**src/sv/ffra_pkg.sv**
```systemverilog
// ----------------------------------------------------------------------------
// ffra_pkg: shared types and constants of the first-fit range allocator
// Holds opcodes, status codes, configuration register indexes, the
// controller state type and the command and status bundles between the
// controller and the datapath.
// ----------------------------------------------------------------------------
package ffra_pkg;

  localparam int MAX_RANGES = 64;
  localparam int IDX_W      = $clog2(MAX_RANGES);
  localparam int CNT_W      = IDX_W + 1;
  localparam int DW         = 32;

  typedef logic [2:0] opcode_t;
  localparam opcode_t OP_INIT  = 3'd0;
  localparam opcode_t OP_RESET = 3'd1;
  localparam opcode_t OP_ALLOC = 3'd2;
  localparam opcode_t OP_FREE  = 3'd3;
  localparam opcode_t OP_GROW  = 3'd4;

  typedef logic [2:0] status_t;
  localparam status_t ST_OK         = 3'd0;
  localparam status_t ST_ZERO_SIZE  = 3'd1;
  localparam status_t ST_NO_FIT     = 3'd2;
  localparam status_t ST_LIST_FULL  = 3'd3;
  localparam status_t ST_GROW_SMALL = 3'd4;

  typedef logic [1:0] cfg_idx_t;
  localparam cfg_idx_t CFG_BASE_OFFSET = 2'd0;
  localparam cfg_idx_t CFG_REGION_SIZE = 2'd1;
  localparam cfg_idx_t CFG_INIT_FREE   = 2'd2;
  localparam cfg_idx_t CFG_FREE_WHOLE  = 2'd3;

  typedef enum logic [4:0] {
    S_IDLE, S_DEC,
    S_A_RD, S_A_WAIT, S_A_DIV, S_A_PAD, S_A_EX,
    S_E_RD, S_E_WR,
    S_F_RD, S_F_CMP,
    S_S_RD, S_S_WR,
    S_M_RD0, S_M_LD, S_M_RD, S_M_EX
  } ctrl_state_t;

  typedef enum logic [1:0] {RD_IDX, RD_WPM1, RD_ZERO} rd_sel_t;
  typedef enum logic [2:0] {WR_SINGLE, WR_ALLOC, WR_Q, WR_INS, WR_CUR} wr_sel_t;

  typedef struct packed {
    logic    latch;
    logic    set_single;
    logic    ins_ld;
    logic    idx_clr;
    logic    idx_inc;
    logic    wp_inc;
    logic    wp_dec;
    logic    erase_setup;
    logic    pos_set;
    logic    cnt_inc;
    logic    cnt_dec;
    logic    cnt_wp1;
    logic    mrg_init;
    logic    cur_ld;
    logic    cur_merge;
    logic    div_go;
    logic    pad_ld;
    logic    alloc_upd;
    logic    rd_en;
    rd_sel_t rd_sel;
    logic    wr_en;
    wr_sel_t wr_sel;
    logic    done;
    status_t status;
  } dp_cmd_t;

  typedef struct packed {
    opcode_t          op;
    logic             size_zero;
    logic             full;
    logic             grow_small;
    logic             delta_zero;
    logic             a_le1;
    logic             idx_end;
    logic             wp_at_pos;
    logic             div_done;
    logic             fit;
    logic             len_zero;
    logic             adjacent;
    logic             start_le;
    logic [CNT_W-1:0] cnt;
  } dp_sts_t;

endpackage

```
**src/sv/ffra_ctrl.sv**
```systemverilog
// ----------------------------------------------------------------------------
// ffra_ctrl: allocator controller
// Sequences each request: decode, first-fit scan, erase shift, ordered
// insert with shift-up, and the coalescing pass over the list.
// ----------------------------------------------------------------------------
module ffra_ctrl
  import ffra_pkg::*;
(
  input  logic    clk,
  input  logic    rst_n,
  input  logic    start,
  output logic    busy,
  input  dp_sts_t sts,
  output dp_cmd_t cmd
);

  ctrl_state_t state_r, state_nxt;

  // state register
  always_ff @(posedge clk) begin
    if (!rst_n) begin
      state_r <= S_IDLE;
    end else begin
      state_r <= state_nxt;
    end
  end

  // next state and commands
  always_comb begin
    state_nxt = state_r;
    cmd       = '0;
    unique case (state_r)
      S_IDLE: begin
        if (start) begin
          cmd.latch = 1'b1;
          state_nxt = S_DEC;
        end
      end
      S_DEC: begin
        case (sts.op)
          OP_INIT, OP_RESET: begin
            cmd.set_single = 1'b1;
            cmd.wr_en      = 1'b1;
            cmd.wr_sel     = WR_SINGLE;
            cmd.done       = 1'b1;
            cmd.status     = ST_OK;
            state_nxt      = S_IDLE;
          end
          OP_ALLOC: begin
            if (sts.size_zero) begin
              cmd.done   = 1'b1;
              cmd.status = ST_ZERO_SIZE;
              state_nxt  = S_IDLE;
            end else begin
              cmd.idx_clr = 1'b1;
              state_nxt   = S_A_RD;
            end
          end
          OP_FREE: begin
            if (sts.size_zero) begin
              cmd.done   = 1'b1;
              cmd.status = ST_ZERO_SIZE;
              state_nxt  = S_IDLE;
            end else if (sts.full) begin
              cmd.done   = 1'b1;
              cmd.status = ST_LIST_FULL;
              state_nxt  = S_IDLE;
            end else begin
              cmd.ins_ld  = 1'b1;
              cmd.idx_clr = 1'b1;
              state_nxt   = S_F_RD;
            end
          end
          OP_GROW: begin
            if (sts.grow_small) begin
              cmd.done   = 1'b1;
              cmd.status = ST_GROW_SMALL;
              state_nxt  = S_IDLE;
            end else if (sts.delta_zero) begin
              cmd.done   = 1'b1;
              cmd.status = ST_OK;
              state_nxt  = S_IDLE;
            end else if (sts.full) begin
              cmd.done   = 1'b1;
              cmd.status = ST_LIST_FULL;
              state_nxt  = S_IDLE;
            end else begin
              cmd.ins_ld  = 1'b1;
              cmd.idx_clr = 1'b1;
              state_nxt   = S_F_RD;
            end
          end
          default: begin
            cmd.done   = 1'b1;
            cmd.status = ST_OK;
            state_nxt  = S_IDLE;
          end
        endcase
      end
      // first-fit scan
      S_A_RD: begin
        if (sts.idx_end) begin
          cmd.done   = 1'b1;
          cmd.status = ST_NO_FIT;
          state_nxt  = S_IDLE;
        end else begin
          cmd.rd_en  = 1'b1;
          cmd.rd_sel = RD_IDX;
          state_nxt  = S_A_WAIT;
        end
      end
      S_A_WAIT: begin
        if (sts.a_le1) begin
          state_nxt = S_A_PAD;
        end else begin
          cmd.div_go = 1'b1;
          state_nxt  = S_A_DIV;
        end
      end
      S_A_DIV: begin
        if (sts.div_done) begin
          state_nxt = S_A_PAD;
        end
      end
      S_A_PAD: begin
        cmd.pad_ld = 1'b1;
        state_nxt  = S_A_EX;
      end
      S_A_EX: begin
        if (sts.fit) begin
          cmd.alloc_upd = 1'b1;
          cmd.wr_en     = 1'b1;
          cmd.wr_sel    = WR_ALLOC;
          if (sts.len_zero) begin
            cmd.erase_setup = 1'b1;
            state_nxt       = S_E_RD;
          end else begin
            cmd.done   = 1'b1;
            cmd.status = ST_OK;
            state_nxt  = S_IDLE;
          end
        end else begin
          cmd.idx_inc = 1'b1;
          state_nxt   = S_A_RD;
        end
      end
      // close the gap left by an emptied entry
      S_E_RD: begin
        if (sts.idx_end) begin
          cmd.cnt_dec = 1'b1;
          cmd.done    = 1'b1;
          cmd.status  = ST_OK;
          state_nxt   = S_IDLE;
        end else begin
          cmd.rd_en  = 1'b1;
          cmd.rd_sel = RD_IDX;
          state_nxt  = S_E_WR;
        end
      end
      S_E_WR: begin
        cmd.wr_en   = 1'b1;
        cmd.wr_sel  = WR_Q;
        cmd.wp_inc  = 1'b1;
        cmd.idx_inc = 1'b1;
        state_nxt   = S_E_RD;
      end
      // find the insert position: after all starts not above the new one
      S_F_RD: begin
        if (sts.idx_end) begin
          cmd.pos_set = 1'b1;
          state_nxt   = S_S_RD;
        end else begin
          cmd.rd_en  = 1'b1;
          cmd.rd_sel = RD_IDX;
          state_nxt  = S_F_CMP;
        end
      end
      S_F_CMP: begin
        if (sts.start_le) begin
          cmd.idx_inc = 1'b1;
          state_nxt   = S_F_RD;
        end else begin
          cmd.pos_set = 1'b1;
          state_nxt   = S_S_RD;
        end
      end
      // shift entries up to open the slot
      S_S_RD: begin
        if (sts.wp_at_pos) begin
          cmd.wr_en   = 1'b1;
          cmd.wr_sel  = WR_INS;
          cmd.cnt_inc = 1'b1;
          state_nxt   = S_M_RD0;
        end else begin
          cmd.rd_en  = 1'b1;
          cmd.rd_sel = RD_WPM1;
          state_nxt  = S_S_WR;
        end
      end
      S_S_WR: begin
        cmd.wr_en  = 1'b1;
        cmd.wr_sel = WR_Q;
        cmd.wp_dec = 1'b1;
        state_nxt  = S_S_RD;
      end
      // coalesce adjacent entries in one pass
      S_M_RD0: begin
        cmd.rd_en  = 1'b1;
        cmd.rd_sel = RD_ZERO;
        state_nxt  = S_M_LD;
      end
      S_M_LD: begin
        cmd.cur_ld   = 1'b1;
        cmd.mrg_init = 1'b1;
        state_nxt    = S_M_RD;
      end
      S_M_RD: begin
        if (sts.idx_end) begin
          cmd.wr_en   = 1'b1;
          cmd.wr_sel  = WR_CUR;
          cmd.cnt_wp1 = 1'b1;
          cmd.done    = 1'b1;
          cmd.status  = ST_OK;
          state_nxt   = S_IDLE;
        end else begin
          cmd.rd_en  = 1'b1;
          cmd.rd_sel = RD_IDX;
          state_nxt  = S_M_EX;
        end
      end
      S_M_EX: begin
        cmd.idx_inc = 1'b1;
        if (sts.adjacent) begin
          cmd.cur_merge = 1'b1;
        end else begin
          cmd.wr_en  = 1'b1;
          cmd.wr_sel = WR_CUR;
          cmd.wp_inc = 1'b1;
          cmd.cur_ld = 1'b1;
        end
        state_nxt = S_M_RD;
      end
      default: state_nxt = S_IDLE;
    endcase
  end

  assign busy = state_r != S_IDLE;

endmodule

```
**config.mk**
```make
export PLATFORM = sky130hd
export DESIGN_NAME = ffra_ctrl
export DESIGN_NICKNAME = d
export VERILOG_FILES = /design/src/sv/ffra_pkg.sv /design/src/sv/ffra_ctrl.sv
export SDC_FILE = /design/constraint.sdc
export NUM_CORES = 1
export LEC_CHECK = 0
export BUFFER_PORTS_ARGS = -buffer_cell sky130_fd_sc_hd__buf_2
export CAP_MARGIN = 20
export CORE_MARGIN = 5
export CORE_UTILIZATION = 42
export CTS_CLUSTER_SIZE = 40
export DETAILED_ROUTE_END_ITERATION = 7
export PLACE_DENSITY = 0.8
export SKIP_CTS_REPAIR_TIMING = 1
export SYNTH_ARGS = -nofsm -noshare
export SYNTH_HDL_FRONTEND = slang
export SYNTH_SLANG_ARGS = --single-unit
```
**constraint.sdc**
```tcl
create_clock -name clk -period 1.7 [get_ports clk]
set_input_delay 0.085 -clock clk [delete_from_list [all_inputs] [get_ports clk]]
set_output_delay 0.085 -clock clk [all_outputs]
set_load 0.02 [all_outputs]
```
==> summary.txt <==
Run status
  – Status: complete, but fails checks
  – Failing checks: negative setup slack

Die
  – Floorplan die area: 3030 sq um
  – I/O pins: between 50 and 60
  – Core box area: 1940 sq um
  – Die span in x: 55.0 um
  – Rows: 16
  – DIE HEIGHT: 55.0 um
  – Initial core utilization: 0.439

Setup path
  – Worst setup SP type: flip-flop
  – Setup slack of the worst register-to-register path: roughly 0.1 ns
  – Endpoint of the most critical register-to-register path: state_r[0]$_SDFFE_PN0P_
  – Worst Reg2Reg Path Length in Cells: 6
  – Critical path class: flip-flop to output pin
  – Critical Path Fanout Max: 9
  – Element type at the critical path end: output pin
  – Start of the worst register-to-register path: state_r[2]$_SDFFE_PN0P_
  – Required arrival time at the worst endpoint: between 1.5 and 2 ns
  – Critical Path AT: 1.73 ns

Yosys
  – Flip-flop and latch count after synthesis: 5
  – Post-synth net total: 160
  – Post-synth EDFFs: 0
  – Gate Count Post-Synth: roughly 140
  – Dominant register cell in the synthesized netlist: sky130_fd_sc_hd__dfxtp_1
  – Number of warning messages in the yosys log: 0
  – Cell area after technology mapping: approximately 850 sq um
  – Average instance area after synthesis: between 6 and 7 sq um
  – Fraction of registers with async set or reset after synthesis: 0
  – Post-synth cell types: 44
  – Share of the yosys chip area belonging to registers: 0.117

Drt
  – Routed WL: roughly 3.9 mm
  – Iteration-0 DRC Markers: 54
  – Number of iterations in the first detailed-routing pass: 5
  – Post-route DRC: 0
  – Via density per instance: about 5.9
  – Detail-routed net length per standard cell: ~17 um
  – Number of vias after detailed routing: about 1400
  – Antenna viol nets, final: 0

Placed design
  – Pre-CTS WS: 0.00860 ns
  – Placed inst area: roughly 1300 sq um
  – Detailed-placement wirelength estimate: 2.89 mm
  – Post-Place Cells: roughly 230
  – Count of buffers inserted at the top-level ports: between 40 and 50
  – Placer Congestion: about 0.96

Hold path
  – Hold path startpoint: rst_n
  – HP Class: input port to flip-flop
  – Number of cells on the worst hold path: 3
  – Hold worst-path end: state_r[0]$_SDFFE_PN0P_

Global route
  – Number of antenna violations at the first check in global routing: 0
  – First-pass GRT wire length: ~5.6 mm
  – Global router's overall resource usage: 0.251
  – Number of global-route vias before repair: ~1300
  – Total congestion overflow: 0
  – Largest net degree at the start of global routing: 11

STA
  – Fmax: between 500 and 600 MHz
  – Min Tclk post-route: about 1.8 ns
  – Min setup slack post-route: -0.112 ns
  – Final Hold Viols: 0
  – Final setup fails: 6
  – Slew at the pin with the worst max-slew slack: about 0.39 ns
  – Share of the clock period used by the worst path: 1.07
  – Worst clock skew: between 0.005 and 0.006 ns
  – Max-slew violation total from the final report: 0
  – Tightest slew margin relative to the limit: 0.740
  – Setup repair after global routing missed its margin: true

Layout
  – # fillers: 169
  – Number of antenna cells inserted: 0
  – Post-route cell area: approximately 1500 sq um
  – Share of post-route cells with drive strength above 1: 0.548
  – Largest register FFs: 5
  – Post-Route Utilization: 0.771
  – Non-filler instance count after layout: 235
  – Area added between synthesis and finish: 75.6%
  – Register name with the most flops: state_r
  – Leading registers by flop count: state_r x5
  – Final Net Count: between 200 and 250

Clock network
  – Number of buffers between clock root and the deepest sink: 2
  – Htree depth: 1
  – Insertion delay of the later-clocked pin in the worst-skew pair: ~0.25 ns
  – CTS clk-pin slew, worst paths: 0.05 ns
  – CTS buffer count: 3
  – TritonCTS clock tree: done
  – Buffer cell driving the clock tree root: sky130_fd_sc_hd__clkbuf_4
  – Total clock sinks: 5

Run
  – Maximum Capacitance Violations: 0

Pwr
  – Power per cell area: ~340 nW/um^2
  – Leakage power: around 0.76 nW
  – Max VDD drop: 251 uV
  – Total Power Consumption: about 0.51 mW
per-stage QoR:
| stage | TNS, ns | hold WS [ns] |
|---|---|---|
| floorplan | 0 | 0.164 |
| global placement | 0 | 0.367 |
| detailed placement | 0 | 0.368 |
| CTS | -1.84 | 0.113 |
| global route | -0.857 | 0.119 |
| finish | -0.367 | 0.109 |
kinds of logic after synthesis:
family | after synthesis | synth area share
DFF | 5 | 0.117
xor gates and xnor gates | 1 | 0.0103
buffers and inverters | 16 | 0.0822
and+or+nand+nor | 75 | 0.485
AOI/OAI and AO/OA | 38 | 0.305
routing by layer:
layer	up-vias	global-route usage	part of all wire
li1	649	-	-
met3	17	0.0188	0.097
met1	634	0.285	0.37
met4	0	0.0607	0.035
met2	93	0.494	0.50
met5	-	0	0
layout by cell type (no fill, tap or decap), types with 3 or more instances in the layout:
| master | count |
|---|---|
| sky130_fd_sc_hd__nor2_1 | 16 |
| sky130_fd_sc_hd__buf_6 | 5 |
| sky130_fd_sc_hd__nor4_1 | 5 |
| sky130_fd_sc_hd__or2_1 | 3 |
| sky130_fd_sc_hd__nand3_1 | 4 |
| sky130_fd_sc_hd__and3_1 | 5 |
| sky130_fd_sc_hd__o21ai_0 | 4 |
| sky130_fd_sc_hd__clkbuf_4 | 3 |
| sky130_fd_sc_hd__nand2b_4 | 3 |
| sky130_fd_sc_hd__a21oi_1 | 8 |
| sky130_fd_sc_hd__nor2b_1 | 3 |
| sky130_fd_sc_hd__nand2_1 | 9 |
| sky130_fd_sc_hd__buf_2 | 38 |
| sky130_fd_sc_hd__dfxtp_4 | 5 |
| sky130_fd_sc_hd__buf_4 | 35 |
| sky130_fd_sc_hd__inv_1 | 3 |
| sky130_fd_sc_hd__a21o_1 | 4 |
| sky130_fd_sc_hd__nor3_1 | 7 |
worst max path at each step:
stage,from,endpoint
floorplan,state_r[4]$_SDFFE_PN0P_,cmd[7]
global placement,state_r[3]$_SDFFE_PN0P_,cmd[7]
detailed placement,state_r[3]$_SDFFE_PN0P_,cmd[7]
CTS,state_r[3]$_SDFFE_PN0P_,cmd[7]
global route,state_r[0]$_SDFFE_PN0P_,cmd[7]
finish,state_r[0]$_SDFFE_PN0P_,cmd[7]
synth_stat cells, types with 5 or more instances:
master | number | area share
sky130_fd_sc_hd__o21ai_0 | 6 | 0.035
sky130_fd_sc_hd__nor2_1 | 18 | 0.079
sky130_fd_sc_hd__nand2_1 | 10 | 0.044
sky130_fd_sc_hd__nand3_1 | 5 | 0.029
sky130_fd_sc_hd__a21oi_1 | 10 | 0.059
sky130_fd_sc_hd__nor2b_1 | 5 | 0.037
sky130_fd_sc_hd__dfxtp_1 | 5 | 0.12
sky130_fd_sc_hd__and3_1 | 5 | 0.037
sky130_fd_sc_hd__buf_2 | 5 | 0.029
sky130_fd_sc_hd__nor4_1 | 6 | 0.044
sky130_fd_sc_hd__nor3_1 | 9 | 0.053
worst max-delay path, cell delays in order, from the launching register on:
cell and delay, ns:
sky130_fd_sc_hd__dfxtp_4 0.39, sky130_fd_sc_hd__buf_4 0.15, sky130_fd_sc_hd__nand2_1 0.09, sky130_fd_sc_hd__nor2_2 0.07, sky130_fd_sc_hd__a21oi_2 0.14, sky130_fd_sc_hd__nor2_1 0.07
sky130_fd_sc_hd__or4_4 0.41, sky130_fd_sc_hd__buf_6 0.15
power by group:
part	switching (mW)	internal, mW	leakage, nW
logic	0.123	0.108	0.701
clock network	0.0561	0.0892	0.0150
registers	0.0129	0.116	0.0444
total	0.192	0.313	0.761
final cells by class:
type	instances	area (sq um)	area share
multi-input cells	114	772	0.516
repair buffers	78	509	0.340
flip-flops and latches	5	119	0.0794
inverters	7	36.3	0.0242
well taps	27	33.8	0.0226
clock buffers	4	26.3	0.0176
Note: power is estimated with default switching activity, not from simulation.
